<file path="config.mk">
export PLATFORM = sky130hd
export DESIGN_NAME = extended_gcd_with_bound
export DESIGN_NICKNAME = d
export VERILOG_FILES = /design/src/rtl/core/egcd_pkg.sv /design/src/rtl/core/egcd_divider.sv /design/src/rtl/core/extended_gcd_with_bound.sv
export SDC_FILE = /design/constraint.sdc
export NUM_CORES = 2
export LEC_CHECK = 0
export ABC_AREA = 1
export BUFFER_PORTS_ARGS = -buffer_cell sky130_fd_sc_hd__buf_2
export CAP_MARGIN = 40
export CORE_AREA = 3 3 459 461
export DETAILED_ROUTE_END_ITERATION = 7
export DIE_AREA = 0 0 462 464
export GPL_TIMING_DRIVEN = 0
export PLACE_DENSITY = 0.56
export SLEW_MARGIN = 30
export SYNTH_ARGS = -nofsm -noshare
export SYNTH_HDL_FRONTEND = slang
export SYNTH_HIERARCHICAL = 1
export SYNTH_SLANG_ARGS = --single-unit
</file>
<file path="constraint.sdc">
create_clock -name clk -period 25.3 [get_ports clk]
set_input_delay 1.265 -clock clk [delete_from_list [all_inputs] [get_ports clk]]
set_output_delay 1.265 -clock clk [all_outputs]
set_load 0.1 [all_outputs]
</file>
<file path="src/rtl/core/egcd_pkg.sv">
package egcd_pkg;

  localparam int unsigned OperandWidth = 63;
  localparam int unsigned CoefWidth = 64;

endpackage

</file>
<file path="src/rtl/core/egcd_divider.sv">
module egcd_divider #(
  parameter int unsigned OPERAND_WIDTH = egcd_pkg::OperandWidth
) (
  input  logic                     clk,
  input  logic                     rst,
  input  logic                     start,
  input  logic [OPERAND_WIDTH-1:0] dividend,
  input  logic [OPERAND_WIDTH-1:0] divisor,
  output logic                     done,
  output logic [OPERAND_WIDTH-1:0] quotient,
  output logic [OPERAND_WIDTH-1:0] remainder
);

  localparam int unsigned CntWidth = $clog2(OPERAND_WIDTH + 1);

  logic                     busy;
  logic [CntWidth-1:0]      count;
  logic [OPERAND_WIDTH-1:0] dvs;
  logic [OPERAND_WIDTH:0]   trial;
  logic [OPERAND_WIDTH:0]   diff;

  // restoring division, one quotient bit per cycle
  assign trial = {remainder, quotient[OPERAND_WIDTH-1]};
  assign diff  = trial - {1'b0, dvs};

  always_ff @(posedge clk) begin
    if (rst) begin
      busy  <= 1'b0;
      done  <= 1'b0;
      count <= '0;
    end else begin
      done <= 1'b0;
      if (start) begin
        busy  <= 1'b1;
        count <= CntWidth'(OPERAND_WIDTH);
      end else if (busy) begin
        count <= count - 1'b1;
        if (count == CntWidth'(1)) begin
          busy <= 1'b0;
          done <= 1'b1;
        end
      end
    end
  end

  always_ff @(posedge clk) begin
    if (start) begin
      quotient  <= dividend;
      remainder <= '0;
      dvs       <= divisor;
    end else if (busy) begin
      if (!diff[OPERAND_WIDTH]) begin
        remainder <= diff[OPERAND_WIDTH-1:0];
        quotient  <= {quotient[OPERAND_WIDTH-2:0], 1'b1};
      end else begin
        remainder <= trial[OPERAND_WIDTH-1:0];
        quotient  <= {quotient[OPERAND_WIDTH-2:0], 1'b0};
      end
    end
  end

endmodule

</file>
<file path="src/rtl/core/extended_gcd_with_bound.sv">
// Extended Euclid with optional early stop. An item is taken when idle; each
// Euclid step runs one serial division (S_DIV), then two coefficient updates
// (S_MULU, S_MULV) on one shared shift-add unit, plus one control state
// (S_CHECK), for up to about 92 steps with 63-bit operands.
// The result sits in an output register; the next item is taken once the
// result transfer completes.
module extended_gcd_with_bound #(
  parameter int unsigned OPERAND_WIDTH = egcd_pkg::OperandWidth
) (
  input  logic         clk,
  input  logic         rst,
  input  logic         s_tvalid,
  output logic         s_tready,
  // operand_a, operand_b, stop_bound, zero fill
  input  logic [191:0] s_tdata,
  // use_bound
  input  logic         s_tuser,
  output logic         m_tvalid,
  input  logic         m_tready,
  // remainder_g, coef_a, coef_b, zero fill
  output logic [191:0] m_tdata
);

  localparam int unsigned CW = egcd_pkg::CoefWidth;
  localparam int unsigned CntWidth = $clog2(OPERAND_WIDTH + 1);

  typedef enum logic [5:0] {
    S_IDLE  = 6'b000001,
    S_CHECK = 6'b000010,
    S_DIV   = 6'b000100,
    S_MULU  = 6'b001000,
    S_MULV  = 6'b010000,
    S_OUT   = 6'b100000
  } state_t;

  state_t state;
  logic [OPERAND_WIDTH-1:0] prev_r, cur_r, limit;
  logic bounded;
  logic [CW-1:0] pu, pv, cu, cv;
  logic [OPERAND_WIDTH-1:0] q, msh;
  logic [CW-1:0] acc, mcand;
  logic [CntWidth-1:0] mcnt;
  logic [62:0] out_g;
  logic [CW-1:0] out_u, out_v;

  logic div_start;
  logic div_done;
  logic [OPERAND_WIDTH-1:0] quo, rem;

  assign div_start = (state == S_CHECK) && (cur_r != '0) && !(bounded && cur_r <= limit);

  egcd_divider #(.OPERAND_WIDTH(OPERAND_WIDTH)) u_div (
    .clk      (clk),
    .rst      (rst),
    .start    (div_start),
    .dividend (prev_r),
    .divisor  (cur_r),
    .done     (div_done),
    .quotient (quo),
    .remainder(rem)
  );

  assign s_tready = (state == S_IDLE);
  assign m_tvalid = (state == S_OUT);
  assign m_tdata  = {1'b0, out_v, out_u, out_g};

  // control FSM, with the shared shift-add unit: acc accumulates q * mcand
  always_ff @(posedge clk) begin
    if (rst) begin
      state <= S_IDLE;
    end else begin
      unique case (state)
        S_IDLE: begin
          if (s_tvalid) begin
            prev_r  <= s_tdata[OPERAND_WIDTH-1:0];
            cur_r   <= s_tdata[63+OPERAND_WIDTH-1:63];
            limit   <= s_tdata[126+OPERAND_WIDTH-1:126];
            bounded <= s_tuser;
            pu <= CW'(1); pv <= '0; cu <= '0; cv <= CW'(1);
            state <= S_CHECK;
          end
        end
        S_CHECK: begin
          if (div_start) begin
            state <= S_DIV;
          end else begin
            if (bounded) begin
              out_g <= 63'(cur_r); out_u <= cu; out_v <= cv;
            end else begin
              out_g <= 63'(prev_r); out_u <= pu; out_v <= pv;
            end
            state <= S_OUT;
          end
        end
        S_DIV: begin
          if (div_done) begin
            q <= quo; msh <= quo; acc <= '0; mcand <= cu;
            mcnt <= CntWidth'(OPERAND_WIDTH);
            state <= S_MULU;
          end
        end
        S_MULU: begin
          if (mcnt == CntWidth'(1)) begin
            pu <= cu;
            cu <= pu - (msh[0] ? acc + mcand : acc);
            msh <= q; acc <= '0; mcand <= cv;
            mcnt <= CntWidth'(OPERAND_WIDTH);
            state <= S_MULV;
          end else begin
            if (msh[0]) acc <= acc + mcand;
            msh   <= msh >> 1;
            mcand <= mcand << 1;
            mcnt  <= mcnt - 1'b1;
          end
        end
        S_MULV: begin
          if (mcnt == CntWidth'(1)) begin
            pv <= cv;
            cv <= pv - (msh[0] ? acc + mcand : acc);
            prev_r <= cur_r;
            cur_r  <= rem;
            state  <= S_CHECK;
          end else begin
            if (msh[0]) acc <= acc + mcand;
            msh   <= msh >> 1;
            mcand <= mcand << 1;
            mcnt  <= mcnt - 1'b1;
          end
        end
        S_OUT: begin
          if (m_tready) state <= S_IDLE;
        end
        default: state <= S_IDLE;
      endcase
    end
  end

endmodule
</file>
==> metrics.txt <==
end of the worst register-to-register path=cv[59]; result of the run=completed; reported max-cap violation count=0; Total Routed Length=286,000 um; IO Pins=391; synth top area cells=sky130_fd_sc_hd__edfxtp_1, sky130_fd_sc_hd__nand2_1, sky130_fd_sc_hd__inv_1; data required time at the worst endpoint=25,870 ps; post-synth top area share=45.1%; Die Span Y=464 um; worst reg2reg path startpoint=msh[0]; worst-margin pin slew=956 ps; VDD IR-drop max=0.0766 mV; count of final hold-check violations=0; hold-critical path depth=0; starting density of the core=33.0%; leakage power summed over all cells=37.0 nW; R2R cell count=23; initial antenna violation count=11; number of distinct library cell variants in the gate-level netlist after synthesis=67; CTS Buffer Depth=3; number of port buffers=386; library cell occupying the most area in the post-synthesis netlist=sky130_fd_sc_hd__edfxtp_1; sequential share of the synthesized area=47.3%; count of nets after finishing=9,880; Iteration-0 DRC Markers=6,455; synthesis-to-finish area growth=17.2%; critical path capture point type=flip-flop; Die ar.=214,000 sq um; final standard cell utilization of the core=38.6%; Layout Cell Area excl Fill=79,900 sq um; critical path class=reg2reg; count of flip-flops with a built-in enable after synthesis=1,023; GRT Util Overall=26.1%; hold endpoint=q[43]; pin count of the biggest net entering global routing=49; portion of the clock cycle consumed by the worst path in the final layout=30.3%; floorplan core area=207,000 sq um; via count of the first global-routing pass=59.7k; #FFs+latches synth=1,100; number of vias per cell=5.06; commonest register cell after synthesis=sky130_fd_sc_hd__edfxtp_1; number of warnings printed during yosys synthesis=6; highest net fanout along the worst path=10; number of clock sinks=1,100; Max Freq=0.130 GHz; average cell area after synthesis=7.74 sq um; cell at the root of the clock tree=sky130_fd_sc_hd__clkbuf_16; netlist area before placement=68,200 sq um; number of routed nets with antenna violations=0; total nets after synthesis=9,248; clock latency reported for the late side of the worst-skew pair=850 ps; Post-CTS Setup Repair Bufs=0; worst relative slew slack=35.5%; total power consumption of the routed design=0.00628 W; Gates resized, CTS repair=0; Avg WL per Cell=23.3 um; num rows=167; kind of path behind the tightest hold check=reg2reg; TritonCTS clock tree=yes; Clock Skew=69.6 ps; final setup violating endpoints=0; endpoint arrival time on the critical path=8250 ps; async set or reset register ratio after synthesis=0%; startpoint of the most critical hold path=u_div/quotient[43]; Die X-Extent=462 um; post-detailed-route DRC marker count=0; most instantiated cells after synthesis=sky130_fd_sc_hd__nand2_1, sky130_fd_sc_hd__inv_1, sky130_fd_sc_hd__edfxtp_1, sky130_fd_sc_hd__nor2_1, sky130_fd_sc_hd__nand3_1; hold buffer count at cts=0; Num CTS Buffers=137; number of slew-limit violations in the final report=0; R2R Setup Slk=17,620 ps; number of detailed-routing iterations run before antenna repair=8; final-layout worst hold slack=473 ps; clock-pin slew reported for the worst setup and hold paths after clock tree synthesis=60 ps; minimum period implied by the final worst setup slack=7680 ps; setup repair after global routing missed its margin=false; setup TNS=0 ps; layout cells sized above 1=12.7%; half-perimeter wire length after placement=238,000 um; ratio of total power to cell area=78.7 nW/um^2; cell with the most instances after synthesis=sky130_fd_sc_hd__nand2_1; synthesized instance count=8,806; Final Wtd Congestion=1.04; H-tree levels=4; grt total ovfl=0; via count of the routed design=62.0k; global-route wire length before repair=406,000 um; dpl cell area=75,100 sq um; CP Launch Type=flip-flop
[sequential cells by signal (all words and copies together) (netlist names), 6 cells and up]
| signal | count |
|---|---|
| acc | 64 |
| cu | 64 |
| cur_r | 63 |
| cv | 64 |
| limit | 63 |
| mcand | 64 |
| mcnt | 6 |
| msh | 63 |
| out_g | 63 |
| out_u | 64 |
| out_v | 64 |
| prev_r | 63 |
| pu | 64 |
| pv | 64 |
| q | 63 |
| state | 6 |
| u_div/count | 6 |
| u_div/dvs | 63 |
| u_div/quotient | 63 |
| u_div/remainder | 63 |
[critical path, cell delays in order (launching register included)]
cell                       delay [ps]
sky130_fd_sc_hd__edfxtp_1         480
sky130_fd_sc_hd__buf_2            460
sky130_fd_sc_hd__buf_2            450
sky130_fd_sc_hd__clkbuf_1         560
sky130_fd_sc_hd__clkbuf_1         590
sky130_fd_sc_hd__clkbuf_1         660
sky130_fd_sc_hd__o21ai_0          450
sky130_fd_sc_hd__ha_1             420
sky130_fd_sc_hd__nand3_1          110
sky130_fd_sc_hd__a21oi_1          190
sky130_fd_sc_hd__nor2_1           120
sky130_fd_sc_hd__o21ai_1          340
sky130_fd_sc_hd__a21oi_1          160
sky130_fd_sc_hd__o21ai_1          230
sky130_fd_sc_hd__clkbuf_4         260
sky130_fd_sc_hd__nand3_1           90
sky130_fd_sc_hd__nand2_1          150
sky130_fd_sc_hd__nand3_1          400
sky130_fd_sc_hd__nand3_1          510
sky130_fd_sc_hd__nand3_1          150
sky130_fd_sc_hd__nand3_2          170
sky130_fd_sc_hd__nand2_1          210
sky130_fd_sc_hd__a21oi_1          180
sky130_fd_sc_hd__nor2_1            70
[where the power goes]
part / leakage, nW / total [W] / internal [W] / switching, W
Clock: 2.27 / 0.00207 / 0.00120 / 0.000873
Combinational: 24.5 / 0.00168 / 0.000450 / 0.00123
Sequential: 10.2 / 0.00253 / 0.00235 / 0.000180
[cell usage in the layout, fill, tap and decap left out, drive strengths merged, types with 66 or more instances in the layout]
| cell | Yosys | layout |
|---|---|---|
| nand2 | 3192 | 3192 |
| nand3 | 709 | 709 |
| o21ai | 293 | 293 |
| dfxtp | 77 | 77 |
| inv | 1363 | 1372 |
| clkinv | 7 | 66 |
| nor2 | 823 | 823 |
| edfxtp | 1023 | 1023 |
| ha | 241 | 241 |
| buf | 49 | 541 |
| clkbuf | 156 | 314 |
| a21oi | 426 | 426 |
[layer usage]
metal | up-vias | global-route usage (%) | share of wire, %
met1 | 29280 | 32.5 | 40
li1 | 29743 | - | -
met3 | 501 | 4.15 | 6.7
met4 | 12 | 13.5 | 6.0
met5 | - | 0 | 0.026
met2 | 2427 | 43.3 | 47
[per-stage QoR]
stage,worst slack (ps),cells
CTS,17320,12247
finish,17620,12253
floorplan,2720,8806
detailed placement,17320,12000
global placement,-12240,11896
global route,17340,12250
[final cells by class]
type	count	area (sq um)
antenna	3	7.51
buffer	208	955
clock buffer	157	3530
clock inverter	90	1160
fill	21412	127000
inverter	1370	5150
multi-input combinational	6128	29900
sequential	1100	32300
tap	2704	3380
timing repair buffer	493	3510
[logic make-up after synthesis]
kind of cell	Yosys count	synth area share (%)
xor gates and xnor gates	60	0.771
AOI/OAI and AO/OA	865	7.06
muxes	48	0.767
DFF	1100	47.3
buffers and inverters	1578	8.90
and+or+nand+nor	4909	30.6
other	1	0.00550
adders and majority gates	245	4.54
[worst max-delay path by stage]
stage | startpoint | to | slack, ps | cells after the start
final | msh[0] | cv[59] | 17620 | 23
after global routing | msh[0] | cv[59] | 17340 | 23
after CTS | msh[0] | cv[59] | 17320 | 22
after detailed placement | msh[0] | cv[59] | 17320 | 22
after global placement | state[5] | pu[37] | -12240 | 5
after floorplan | rst | cu[0] | 2720 | 2
Note: power is estimated with default switching activity, not from simulation.
